### config.mk
export PLATFORM = sky130hd
export DESIGN_NAME = serial_packet_deframer
export DESIGN_NICKNAME = d
export VERILOG_FILES = /design/src/rtl/spd_pkg.sv /design/src/rtl/spd_core.sv /design/src/rtl/serial_packet_deframer.sv
export SDC_FILE = /design/constraint.sdc
export NUM_CORES = 1
export LEC_CHECK = 0
export BUFFER_PORTS_ARGS = -buffer_cell sky130_fd_sc_hd__buf_2
export CAP_MARGIN = 20
export CORE_ASPECT_RATIO = 0.9
export CORE_MARGIN = 1.5
export CORE_UTILIZATION = 56
export CTS_BUF_LIST = sky130_fd_sc_hd__clkbuf_2 sky130_fd_sc_hd__clkbuf_4 sky130_fd_sc_hd__clkbuf_8
export CTS_CLUSTER_DIAMETER = 30
export DETAILED_ROUTE_END_ITERATION = 8
export PLACE_DENSITY = 0.87
export SYNTH_ARGS = -nofsm -noshare
export SYNTH_HDL_FRONTEND = slang
export SYNTH_SLANG_ARGS = --single-unit
### constraint.sdc
create_clock -name clk -period 6.6 [get_ports clk]
set_clock_uncertainty 0.2 [all_clocks]
set_input_delay 0 -clock clk [delete_from_list [all_inputs] [get_ports clk]]
set_output_delay 0 -clock clk [all_outputs]
set_load 0.05 [all_outputs]
### src/rtl/spd_pkg.sv
`default_nettype none

package spd_pkg;

	localparam logic [7:0] HDR_FIRST      = 8'h10;
	localparam logic [7:0] HDR_SECOND     = 8'h01;
	localparam logic [7:0] MAX_LEN_RESET  = 8'd64;

	localparam logic KIND_PAYLOAD = 1'b0;
	localparam logic KIND_VERDICT = 1'b1;

	typedef struct packed {
		logic       kind;
		logic [7:0] pbyte;
		logic [7:0] position;
		logic [7:0] ftype;
		logic [7:0] length;
		logic       good;
	} spd_result_t;

endpackage

`default_nettype wire

### src/rtl/spd_core.sv
`default_nettype none

module spd_core
	import spd_pkg::*;
(
	input  wire logic        clk,
	input  wire logic        arst_n,
	input  wire logic        step,
	input  wire logic [7:0]  rx_byte,
	input  wire logic [7:0]  max_len,
	output logic             res_valid,
	output spd_result_t      res
);

	typedef enum logic [2:0] {
		PH_HUNT0,
		PH_HUNT1,
		PH_TYPE,
		PH_LEN,
		PH_PAYLOAD,
		PH_CKLO,
		PH_CKHI
	} phase_t;

	phase_t     phase_q, phase_d;
	logic [7:0] type_q, type_d;
	logic [7:0] len_q, len_d;
	logic [7:0] count_q, count_d;
	logic [7:0] sum_lo_q, sum_lo_d;
	logic [7:0] sum_hi_q, sum_hi_d;
	logic [7:0] ck_lo_q, ck_lo_d;

	logic [7:0] acc_lo;
	logic [7:0] acc_hi;
	logic [7:0] count_inc;

	// fletcher step with the current byte
	assign acc_lo    = sum_lo_q + rx_byte;
	assign acc_hi    = sum_hi_q + acc_lo;
	assign count_inc = count_q + 8'd1;

	always_comb begin
		phase_d   = phase_q;
		type_d    = type_q;
		len_d     = len_q;
		count_d   = count_q;
		sum_lo_d  = sum_lo_q;
		sum_hi_d  = sum_hi_q;
		ck_lo_d   = ck_lo_q;
		res_valid = 1'b0;
		res       = '{kind: KIND_PAYLOAD, pbyte: 8'd0, position: count_q,
			ftype: type_q, length: len_q, good: 1'b0};
		unique case (phase_q)
			PH_HUNT0, PH_HUNT1: begin
				if (phase_q == PH_HUNT1 && rx_byte == HDR_SECOND) begin
					sum_lo_d = acc_lo;
					sum_hi_d = acc_hi;
					phase_d  = PH_TYPE;
				end else if (rx_byte == HDR_FIRST) begin
					// fresh frame: sums already hold the first header byte
					type_d   = 8'd0;
					len_d    = 8'd0;
					count_d  = 8'd0;
					ck_lo_d  = 8'd0;
					sum_lo_d = HDR_FIRST;
					sum_hi_d = HDR_FIRST;
					phase_d  = PH_HUNT1;
				end else begin
					phase_d = PH_HUNT0;
				end
			end
			PH_TYPE: begin
				type_d   = rx_byte;
				sum_lo_d = acc_lo;
				sum_hi_d = acc_hi;
				phase_d  = PH_LEN;
			end
			PH_LEN: begin
				if (rx_byte > max_len) begin
					phase_d = PH_HUNT0;
				end else begin
					len_d    = rx_byte;
					sum_lo_d = acc_lo;
					sum_hi_d = acc_hi;
					count_d  = 8'd0;
					phase_d  = (rx_byte == 8'd0) ? PH_CKLO : PH_PAYLOAD;
				end
			end
			PH_PAYLOAD: begin
				sum_lo_d  = acc_lo;
				sum_hi_d  = acc_hi;
				res_valid = 1'b1;
				res.pbyte = rx_byte;
				count_d   = count_inc;
				if (count_inc == len_q) begin
					phase_d = PH_CKLO;
				end
			end
			PH_CKLO: begin
				ck_lo_d = rx_byte;
				phase_d = PH_CKHI;
			end
			PH_CKHI: begin
				res_valid = 1'b1;
				res.kind  = KIND_VERDICT;
				res.good  = (ck_lo_q == sum_lo_q) && (rx_byte == sum_hi_q);
				phase_d   = PH_HUNT0;
			end
			default: begin
				phase_d = PH_HUNT0;
			end
		endcase
	end

	always_ff @(posedge clk or negedge arst_n) begin
		if (!arst_n) begin
			phase_q  <= PH_HUNT0;
			type_q   <= 8'd0;
			len_q    <= 8'd0;
			count_q  <= 8'd0;
			sum_lo_q <= 8'd0;
			sum_hi_q <= 8'd0;
			ck_lo_q  <= 8'd0;
		end else if (step) begin
			phase_q  <= phase_d;
			type_q   <= type_d;
			len_q    <= len_d;
			count_q  <= count_d;
			sum_lo_q <= sum_lo_d;
			sum_hi_q <= sum_hi_d;
			ck_lo_q  <= ck_lo_d;
		end
	end

`ifndef SYNTHESIS
	// payload items always sit inside the declared length
	assert property (@(posedge clk) disable iff (!arst_n)
		step && res_valid && res.kind == KIND_PAYLOAD |-> res.position < res.length)
		else $error("payload position beyond frame length");

	// a verdict counts exactly the declared payload
	assert property (@(posedge clk) disable iff (!arst_n)
		step && res_valid && res.kind == KIND_VERDICT |-> res.position == res.length)
		else $error("verdict count differs from frame length");

	// an accepted length never exceeds the configured maximum
	assert property (@(posedge clk) disable iff (!arst_n)
		step && phase_q == PH_LEN && phase_d != PH_HUNT0 |-> rx_byte <= max_len)
		else $error("oversize length accepted");
`endif

endmodule

`default_nettype wire

### src/rtl/serial_packet_deframer.sv
// serial packet deframer
// s_tdata carries one received byte per item. the block hunts for the header
// 0x10 0x01, then takes type, length, payload and a two-byte checksum (low
// byte first), with fletcher sums mod 256 over header, type, length and
// payload. each payload byte leaves as an item with m_tuser = 0; the high
// checksum byte yields an item with m_tuser = 1 and the good flag.
// frames longer than the configured maximum are dropped silently.
// cfg_we / cfg_wdata set the maximum payload length (reset 64); write only
// while the block is idle.
// a result reaches m_tvalid after its byte passes the input register, then the
// result register. one byte per cycle is sustained while results are taken:
// the frame logic is a single pass between the two registers.
// when m_tready is low with a result held, the byte in the input register
// waits and s_tready drops once that register is full.
// reset: hunting the first header byte, sums and counters cleared, maximum 64,
// both registers empty.
`default_nettype none

module serial_packet_deframer
	import spd_pkg::*;
(
	input  wire logic        clk,
	input  wire logic        arst_n,
	input  wire logic        s_tvalid,
	output logic             s_tready,
	input  wire logic [7:0]  s_tdata,   // [7:0] rx_byte
	output logic             m_tvalid,
	input  wire logic        m_tready,
	output logic [39:0]      m_tdata,   // [7:0] payload_byte, [15:8] payload_position,
	                                    // [23:16] frame_type, [31:24] frame_length,
	                                    // [32] frame_good, [39:33] zero
	output logic             m_tuser,   // [0] result_kind
	input  wire logic        cfg_we,
	input  wire logic [7:0]  cfg_wdata
);

	logic        valid_s1;
	logic [7:0]  byte_s1;
	logic [7:0]  max_len_q;
	logic        out_valid_q;
	spd_result_t out_q;

	logic        advance;
	logic        step;
	logic        res_valid;
	spd_result_t res;

	assign advance  = !out_valid_q || m_tready;
	assign s_tready = !valid_s1 || advance;
	assign step     = valid_s1 && advance;

	always_ff @(posedge clk or negedge arst_n) begin
		if (!arst_n) begin
			max_len_q <= MAX_LEN_RESET;
		end else if (cfg_we) begin
			max_len_q <= cfg_wdata;
		end
	end

	always_ff @(posedge clk or negedge arst_n) begin
		if (!arst_n) begin
			valid_s1 <= 1'b0;
		end else if (s_tready) begin
			valid_s1 <= s_tvalid;
		end
	end

	always_ff @(posedge clk) begin
		if (s_tvalid && s_tready) begin
			byte_s1 <= s_tdata;
		end
	end

	spd_core u_core (
		.clk       (clk),
		.arst_n    (arst_n),
		.step      (step),
		.rx_byte   (byte_s1),
		.max_len   (max_len_q),
		.res_valid (res_valid),
		.res       (res)
	);

	always_ff @(posedge clk or negedge arst_n) begin
		if (!arst_n) begin
			out_valid_q <= 1'b0;
		end else if (advance) begin
			out_valid_q <= step && res_valid;
		end
	end

	always_ff @(posedge clk) begin
		if (step && res_valid) begin
			out_q <= res;
		end
	end

	assign m_tvalid = out_valid_q;
	assign m_tuser  = out_q.kind;
	assign m_tdata  = {7'd0, out_q.good, out_q.length, out_q.ftype,
		out_q.position, out_q.pbyte};

`ifndef SYNTHESIS
	// input side only stalls behind a held, untaken result
	assert property (@(posedge clk) disable iff (!arst_n)
		!s_tready |-> valid_s1 && out_valid_q && !m_tready)
		else $error("input stalled without a held result");

	// payload items never carry a good flag
	assert property (@(posedge clk) disable iff (!arst_n)
		m_tvalid && m_tuser == KIND_PAYLOAD |-> m_tdata[32] == 1'b0)
		else $error("good flag on a payload item");

	// verdict items carry a zero payload byte
	assert property (@(posedge clk) disable iff (!arst_n)
		m_tvalid && m_tuser == KIND_VERDICT |-> m_tdata[7:0] == 8'd0)
		else $error("nonzero byte on a verdict item");
`endif

endmodule

`default_nettype wire

* Word-level counts from Yosys, hierarchy flattened *
Index checks and enable logic that the tools add are counted.

word-level totals
  register bits = 103
  bits in latches = 0
  RAM bits = 0
  memory bits (read-only) = 0
  memories kept = 0

operators by class
  $add $sub $neg = 3
  multipliers = 0
  divide/modulo/power cells = 0
  magnitude comparators = 1
  equal/unequal tests = 16
  shift operators = 0
  muxes and demuxes = 23
  bitwise operators = 0
  reductions and logical operators = 25

operators by type and width
  operator                                                                 number
  8-bit two-way mux                                                        9
  8-bit case mux with 3 select lines                                       3
  8-bit case mux with 2 select lines                                       3
  8-bit equality test                                                      3
  8-bit adder                                                              2
  3-bit case mux with 5 select lines                                       1
  4-bit AND reduction                                                      3
  5-bit AND reduction                                                      2
  3-bit equality test, second input constant                               3
  3-bit two-way mux                                                        3
  8-bit by 1-bit adder with 8-bit output, second input constant            1
  8-bit by 1-bit equality test with 1-bit output, second input constant    1
  8-bit by 5-bit equality test with 1-bit output, second input constant    1
  8-bit > comparator                                                       1
  8-bit logical NOT                                                        1
  3-bit by 2-bit equality test with 1-bit output, second input constant    2
  2-bit nonzero test                                                       3
  3-bit nonzero test                                                       2
  2-bit OR reduction                                                       3
  1-bit logical AND                                                        5
  1-bit two-way mux                                                        4
  2-bit by 1-bit inequality test with 1-bit output, second input constant  2
  2-bit inequality test, second input constant                             2
  3-bit by 1-bit equality test with 1-bit output, second input constant    1
  5 further kinds                                                          7

* Longest topological paths before layout *
Gate-level depths: netlist of the first run.

  depth after elaboration = 4
  gate-level depth with buffers = 13

* By module *
Synthesis of the first run repeated with hierarchy kept, for this count alone.

unflattened totals
  cells, all modules = 469
  area, all modules = 5275.1 sq um

modules (own cells, without submodules)
  module                  times used  cells an instance  area each (sq um)  seq. area each (sq um)
  spd_core                1           392                3528.4             1276.2
  serial_packet_deframer  1           77                 1746.7             1512.7

* Least setup slack after synthesis of the first run *
Ideal clock, no wire load.

  path type = reg2reg
  from = register byte_s1[0]
  to = register u_core.sum_hi_q[7]
  data arrival time = 2.848 ns
  data required time = 6.273 ns
  setup slack = 3.425 ns
  cell stages (with the launch flop) = 14
  path buffers = 0
  clock period less this slack = 3.175 ns
  cells stage by stage = edfxtp_1 ha_1 fa_1 a21o_1 a21oi_1 xnor2_1 ha_1 nand3_1 o2111ai_1 a21o_1 a21oi_1 xnor2_1 nand2b_1 mux2i_1

on the way
  cells in the longest elaborated chain, start to end = 4
  elaborated cells between the ends (all ways) = 12
  those cells by class = add/sub (2); order compare (1); eq/ne (4); mux (3); reduce/logical (2)

RTL lines
  element                                                                               line                            text
  from (decl)                                                                           serial_packet_deframer.sv:38    logic [7:0] byte_s1;
  from (signal assigned)                                                                serial_packet_deframer.sv:70    byte_s1 <= s_tdata;
  8-bit adder / 8-bit by 1-bit equality test with 1-bit output (equally long branches)  spd_core.sv:38, spd_core.sv:55
  8-bit adder / 1-bit logical AND (equally long branches)                               spd_core.sv:39, spd_core.sv:55
  8-bit two-way mux (tied with other cells)                                             spd_core.sv:79                  if (rx_byte > max_len) begin
  8-bit case mux with 3 select lines / 4-bit AND reduction (equally long branches)      n/a
  to (signal assigned)                                                                  spd_core.sv:130                 sum_hi_q <= sum_hi_d;
  to (decl)                                                                             spd_core.sv:30                  logic [7:0] sum_hi_q, sum_hi_d;

Several ways; a longest one is shown, not always the timed one. The select of a mux whose other input is x is not followed.
A chain may end at the register's enable or synchronous reset.

* Worst setup path in the final report of the first run *
Same ends and word-level chain as after synthesis.

==> results of run 1 <==
==> report_power, final <==
group          internal (uW)  switching, uW  leakage [uW]
clock                    186            234      0.000104
combinational            364            429       0.00141
sequential               755            117       0.00126
==> sequential cells by signal (all words and copies together), names as in the netlist <==
| register | cells |
|---|---|
| u_core.sum_lo_q | 8 |
| u_core.ck_lo_q | 8 |
| u_core.phase_q | 3 |
| valid_s1 | 1 |
| m_tuser | 1 |
| byte_s1 | 8 |
| u_core.sum_hi_q | 8 |
| u_core.len_q | 8 |
| m_tdata | 33 |
| u_core.count_q | 8 |
| m_tvalid | 1 |
| max_len_q | 8 |
| u_core.type_q | 8 |
==> area by class of cell <==
class | instances | share of cell area
Clock buffer | 10 | 0.0215
Clock inverter | 6 | 0.0131
Inverter | 19 | 0.0117
Multi-Input combinational cell | 313 | 0.364
Sequential cell | 103 | 0.457
Tap cell | 122 | 0.0250
Timing Repair Buffer | 94 | 0.107
==> worst max-delay path: stages (launching register included) <==
cell and delay (ns):
edfxtp_1 0.53, ha_1 0.29, fa_1 0.43, a21o_1 0.18
a21oi_1 0.22, xnor2_1 0.19, ha_1 0.33, nand3_1 0.11
o2111ai_1 0.17, a21o_1 0.21, a21oi_1 0.17, xnor2_1 0.15
a21oi_1 0.09, mux2i_1 0.16
==> routing by layer <==
layer | GRT usage | up-vias | part of all wire
met5 | 0 | - | 0
met4 | 0.126 | 0 | 0.039
met3 | 0.0513 | 41 | 0.059
met2 | 0.424 | 174 | 0.49
met1 | 0.311 | 1848 | 0.41
li1 | - | 1779 | -
==> repair_timing <==
item | in CTS | in global routing
endpoints found under the hold margin | 86 | 0
endpoints found under the setup margin | 0 | 0
gates resized for setup | 0 | 0
buffers inserted | 0 | 0
hold buffers | 35 | 0
==> metrics by stage <==
step / std cells / setup WS, ns
after floorplan: 455 / 3.43
after global placement: 616 / 3.27
after detailed placement: 616 / 3.13
after CTS: 667 / 3.12
after global routing: 667 / 2.89
final: 667 / 3.09
==> placed cells by master, fill, tap and decap left out, types with 7 or more instances in the layout <==
cell,n
a22o_1,21
a21oi_1,16
and2_1,12
edfxtp_1,42
dlygate4sd3_1,35
dfrtp_1,60
buf_2,56
o31ai_1,9
nand2b_1,9
inv_1,19
conb_1,7
mux2_4,8
o21ai_0,23
xnor2_1,34
nor2_1,24
and3_1,11
ha_1,24
nand2_1,36
nand3_1,22
clkbuf_8,9
==> cell families (layout without fill, tap and decap cells) <==
logic type	Yosys count	in the layout	synth area share
buffers and inverters	39	129	0.0358
AO/OA/AOI/OAI	95	95	0.133
adder cells (fa/ha/maj)	26	26	0.0658
flip-flops	103	103	0.539
multiplexers	10	10	0.0273
AND/OR/NAND/NOR	135	135	0.130
other	1	7	0.000725
XOR/XNOR	40	40	0.0677
==> path summary, 6_finish.rpt <==
| check | startpoint | endpoint | slack [ns] | depth (start not counted) |
|---|---|---|---|---|
| hold / removal | arst_n | u_core.count_q[0] | 0.10 | 3 |
| hold reg to reg | u_core.type_q[5] | m_tdata[21] | 0.26 | 0 |
| min in group clk | s_tdata[1] | byte_s1[1] | 0.12 | 2 |
| setup reg to reg | byte_s1[0] | u_core.sum_hi_q[7] | 3.09 | 13 |
| setup / recovery | byte_s1[0] | u_core.sum_hi_q[7] | 3.09 | 13 |
| max in group asynchronous | arst_n | u_core.len_q[1] | 5.56 | 3 |
==> metrics.txt, run 1 <==
worst slew pin tran 0.935 ns; Starting Density 0.572; Critical Path AT 3.61 ns; Yosys reg bits 103; Via Count 3842; total CTS buffers 9; largest net degree at the start of global routing 62; Rel. slew slack 0.375; final instance area 0.00610 mm^2; Vias/cell 5.76; drc violations 0; Mapped Avg Cell Area 11.5 um^2; Post-synth ARST share 0.592; P_leak 0.00278 uW; total power 2080 uW; Worst Setup Path Type reg2reg; Port Buffers 56; fin crit share 0.531; TritonCTS clock tree yes; Seq/Total Area, Yosys 0.539; RSZ-0062 raised after global routing false; layout cells sized above 1 0.171; max-slew violations 0; Area Overhead vs Synth 18.0%; CTS H-tree depth 3; drt wl/cell 17.9 um; root buf cell clkbuf_8; Clock Latency Late Sink 0.39 ns; Critical Path RT 6.71 ns; register area 0.00279 mm^2; HPWL after DPL 7280 um; ANT nets after route 0; maximum capacitance violations 0; first-pass GRT wire length 19100 um; worst hold slack 0.103 ns; post-synth top area share 0.290; most numerous cell in the Yosys netlist dfrtp_1; DR iter-0 viols 259; # rows 33; Synth Flop Type dfrtp_1; Mapped Cells 449; HP Class in2async; number of distinct library cells after synthesis 52; GRT Total Usage 0.252; vias in the first global route 3801; total I/O pin count 64; Syn. warnings 0; DRT Wirelength 11900 um; startpoint types flip-flop; crit path capture type flip-flop; final-layout fill cell count 663; Fin Setup TNS 0 ns; peak supply drop 0.257 mV; CTS Buffer Depth 2; post-synth top area cell dfrtp_1; Worst-path clk slew 0.11 ns; Die Wd 104 um; RePlAce Congestion 0.877; initial antenna violation count 0; core area 0.00904 mm^2; final net count 587; CTS sink count 103; Final min period 3.51 ns; Synth area leaders dfrtp_1 29%, edfxtp_1 24%, ha_1 5.8%, xnor2_1 5.8%, a22o_1 3.6%; status complete, no violations; top cells by count, synth 60 x dfrtp_1, 42 x edfxtp_1, 36 x nand2_1; Final Setup Violations 0; drt first pass iters 4; fin util 0.675; mapped cell area 0.00517 mm^2; Multi-input gate area 0.00222 mm^2; Inserted Diodes 0; Post-DP Area 0.00554 mm^2; critical path fanouts, max 7; Remaining Overflow, GRT 0; pwr dens 342 mW/mm^2; Die Span Y 94.2 um; EDFF count, synth 42; Max Fclk 0.285 GHz; Final Hold Viols 0; Die Area 0.00982 mm^2
(Power assumes the default switching activity.)
==> inputs of run 2 (changes only) <==
Settings changed: ABC_AREA set to 1.
Clock period 6.6 ns to 3.57 ns, I/O delays scaled along.
==> run 2 against run 1 <==
Die area is 3.4% higher. Clock-buffer cell count is 2 higher. Synthesized cell count is 29% higher. Sequential power is 50% higher. Wire length is 2.9% higher. Maximum frequency is 10% higher. Utilization is 1.1 points higher. Area after synthesis is 3.5% higher. Cell area is 3.4% higher. Final cell count is 21% higher. Hold slack worse by 0.10 ns. Largest power group unchanged. Highest routed layer unchanged.
==> metrics.txt, run 2 <==
Mapped Avg Cell Area 9.25 um^2 (was 11.5 um^2); Yosys reg bits 103 (unchanged); total I/O pin count 64 (unchanged); initial antenna violation count 1 (was 0); fin crit share 0.893 (was 0.531); Post-synth ARST share 0.592 (unchanged); total CTS buffers 9 (unchanged); Starting Density 0.581 (was 0.572); Clock Latency Late Sink 0.37 ns (was 0.39 ns); drt first pass iters 6 (was 4); post-synth top area cell dfrtp_1 (unchanged); most frequent cells in the layout 132 x nand2_1, 77 x inv_1, 60 x dfrtp_1 (was 60 x dfrtp_1, 56 x buf_2, 42 x edfxtp_1); Final min period 3.19 ns (was 3.51 ns); startpoint types flip-flop (unchanged); top cells by count, synth 132 x nand2_1, 77 x inv_1, 60 x dfrtp_1 (was 60 x dfrtp_1, 42 x edfxtp_1, 36 x nand2_1); Synth area leaders dfrtp_1 28%, edfxtp_1 24%, nand2_1 9.3%, ha_1 5.6%, inv_1 5.4% (was dfrtp_1 29%, edfxtp_1 24%, ha_1 5.8%, xnor2_1 5.8%, a22o_1 3.6%); Port Buffers 56 (unchanged); layout cells sized above 1 0.160 (was 0.171); largest net degree at the start of global routing 35 (was 62); HP Class in2async (unchanged); worst slew pin tran 0.686 ns (was 0.935 ns); post-CTS setup buffers 0 (unchanged); fin cells 804 (was 667); number of distinct library cells after synthesis 44 (was 52); Die Wd 106 um (was 104 um); Max Fclk 0.314 GHz (was 0.285 GHz); Final Hold Viols 0 (unchanged); GRT Total Usage 0.256 (was 0.252); CP Cell Sequence ha_1 > fa_1 > nand3_1 > a21oi_1 > o21ai_0 > nand2_1 > xor2_1 > ha_1 > a21oi_1 > o21ai_0 > a21oi_1 > inv_1 > nand3_1 > nand3_2 > nand2_1 (was ha_1 > fa_1 > a21o_1 > a21oi_1 > xnor2_1 > ha_1 > nand3_1 > o2111ai_1 > a21o_1 > a21oi_1 > xnor2_1 > a21oi_1 > mux2i_1); root buf cell clkbuf_8 (unchanged); P_leak 0.00287 uW (was 0.00278 uW); Rel. slew slack 0.542 (was 0.375); Synth Flop Type dfrtp_1 (unchanged); RePlAce Congestion 0.969 (was 0.877); core area 0.00921 mm^2 (was 0.00904 mm^2); EDFF count, synth 42 (unchanged); Die Area 0.0102 mm^2 (was 0.00982 mm^2); CTS sink count 103 (unchanged); post-synth top area share 0.280 (was 0.290); Remaining Overflow, GRT 0 (unchanged); peak supply drop 0.276 mV (was 0.257 mV); Critical Path RT 3.69 ns (was 6.71 ns); vias in the first global route 4130 (was 3801); RSZ-0062 raised after global routing false (unchanged); HPWL after DPL 8620 um (was 7280 um); commonest non-fill, non-tap cell in the layout nand2_1 (was dfrtp_1); mapped cell area 0.00535 mm^2 (was 0.00517 mm^2); Seq/Total Area, Yosys 0.521 (was 0.539); worst stage delay on the critical path 0.50 ns (was 0.53 ns); CTS H-tree depth 3 (unchanged); Multi-input gate area 0.00216 mm^2 (was 0.00222 mm^2); crit path capture type flip-flop (unchanged); final net count 724 (was 587); Place WS 0.474 ns (was 3.13 ns); Slowest-stage cell, CP edfxtp_1 (unchanged); max-slew violations 0 (unchanged); Critical Path AT 3.30 ns (was 3.61 ns); status complete, no violations (unchanged); Worst Setup Path Type reg2reg (unchanged); CTS resizes 0 (unchanged); Most common cell on crit path a21oi_1 (unchanged); first-pass GRT wire length 20000 um (was 19100 um); hold_buf cts 36 (was 35); Mapped Cells 579 (was 449); Die Span Y 95.8 um (was 94.2 um); Via Count 4329 (was 3842); Inserted Diodes 0 (unchanged); drt wl/cell 15.3 um (was 17.9 um); final-layout fill cell count 702 (was 663); worst setup slack after layout 0.384 ns (was 3.09 ns); # rows 33 (unchanged); Fin Setup TNS 0 ns (unchanged); Syn. warnings 0 (unchanged); pwr dens 396 mW/mm^2 (was 342 mW/mm^2); dpl cells 752 (was 616); most numerous cell in the Yosys netlist nand2_1 (was dfrtp_1); maximum capacitance violations 0 (unchanged); Final Setup Violations 0 (unchanged); drc violations 0 (unchanged); DR iter-0 viols 419 (was 259); max FFs per register 33 (unchanged); ANT nets after route 0 (unchanged); DRT Wirelength 12300 um (was 11900 um); Area Overhead vs Synth 17.8% (was 18.0%); critical path fanouts, max 6 (was 7); Worst-path clk slew 0.10 ns (was 0.11 ns); CTS Buffer Depth 2 (unchanged); register area 0.00279 mm^2 (unchanged); Vias/cell 5.38 (was 5.76); TritonCTS clock tree yes (unchanged)
-- run 2: layer usage --
metal,GRT usage,vias to the layer above,routed length [um]
met1,0.339,2036,5400
met4,0.0788,0,186
li1,-,2099,-
met3,0.0440,18,702
met5,0,-,0
met2,0.438,176,5970
-- run 2: through the flow --
| step | total power, uW | utilization | instance area, um^2 | hold slack, ns |
|---|---|---|---|---|
| 6_report | 2500 | 0.685 | 6310 | 0.00252 |
| 4_1_cts | 2500 | 0.685 | 6310 | 0.0343 |
| 3_5_place_dp | 1710 | 0.623 | 5740 | -0.111 |
| 3_3_place_gp | 1700 | 0.623 | 5740 | -0.123 |
| 5_1_grt | 2600 | 0.685 | 6310 | 0.0782 |
| 2_1_floorplan | 1610 | - | 5380 | -0.496 |
-- run 2: worst paths after layout --
check	from	end	slack [ns]	cells past startpoint
setup / recovery	byte_s1[0]	u_core.sum_hi_q[7]	0.38	15
hold / removal	arst_n	max_len_q[0]	0.003	2
setup reg to reg	byte_s1[0]	u_core.sum_hi_q[7]	0.38	15
hold reg to reg	u_core.type_q[3]	m_tdata[19]	0.26	0
max in group asynchronous	arst_n	max_len_q[6]	2.24	3
min in group clk	s_tdata[5]	byte_s1[5]	0.14	2
-- run 2: worst max-delay path, delay by kind of cell, from the launching register on --
kind	cells	cell delay (ns)
adder cells (fa/ha/maj)	3	1.02
AO/OA/AOI/OAI	5	0.68
flip-flops	1	0.50
AND/OR/NAND/NOR	5	0.43
XOR/XNOR	1	0.22
buffers and inverters	1	0.07
-- run 2: layout make-up --
cell class / instances / share of cell area
repair buffers: 97 / 0.107
well taps: 122 / 0.0242
clock buffers: 12 / 0.0252
inverters: 84 / 0.0500
multi-input cells: 382 / 0.343
clock inverters: 4 / 0.00813
flip-flops and latches: 103 / 0.442
-- run 2: logic make-up (layout without fill, tap and decap cells) --
kind of cell / after synthesis / count (layout) / synth area share
simple gates: 239 / 239 / 0.203
flops: 103 / 103 / 0.521
buf+inv: 100 / 197 / 0.0813
compound gates: 93 / 93 / 0.102
fa+ha+maj: 26 / 26 / 0.0636
xor+xnor: 16 / 16 / 0.0262
other cells: 1 / 7 / 0.000700
mux: 1 / 1 / 0.00210
-- run 2: power by group --
part | internal, uW | switching [uW] | total, uW
clock | 372 | 399 | 772
combinational | 172 | 248 | 420
sequential | 1270 | 36.8 | 1310
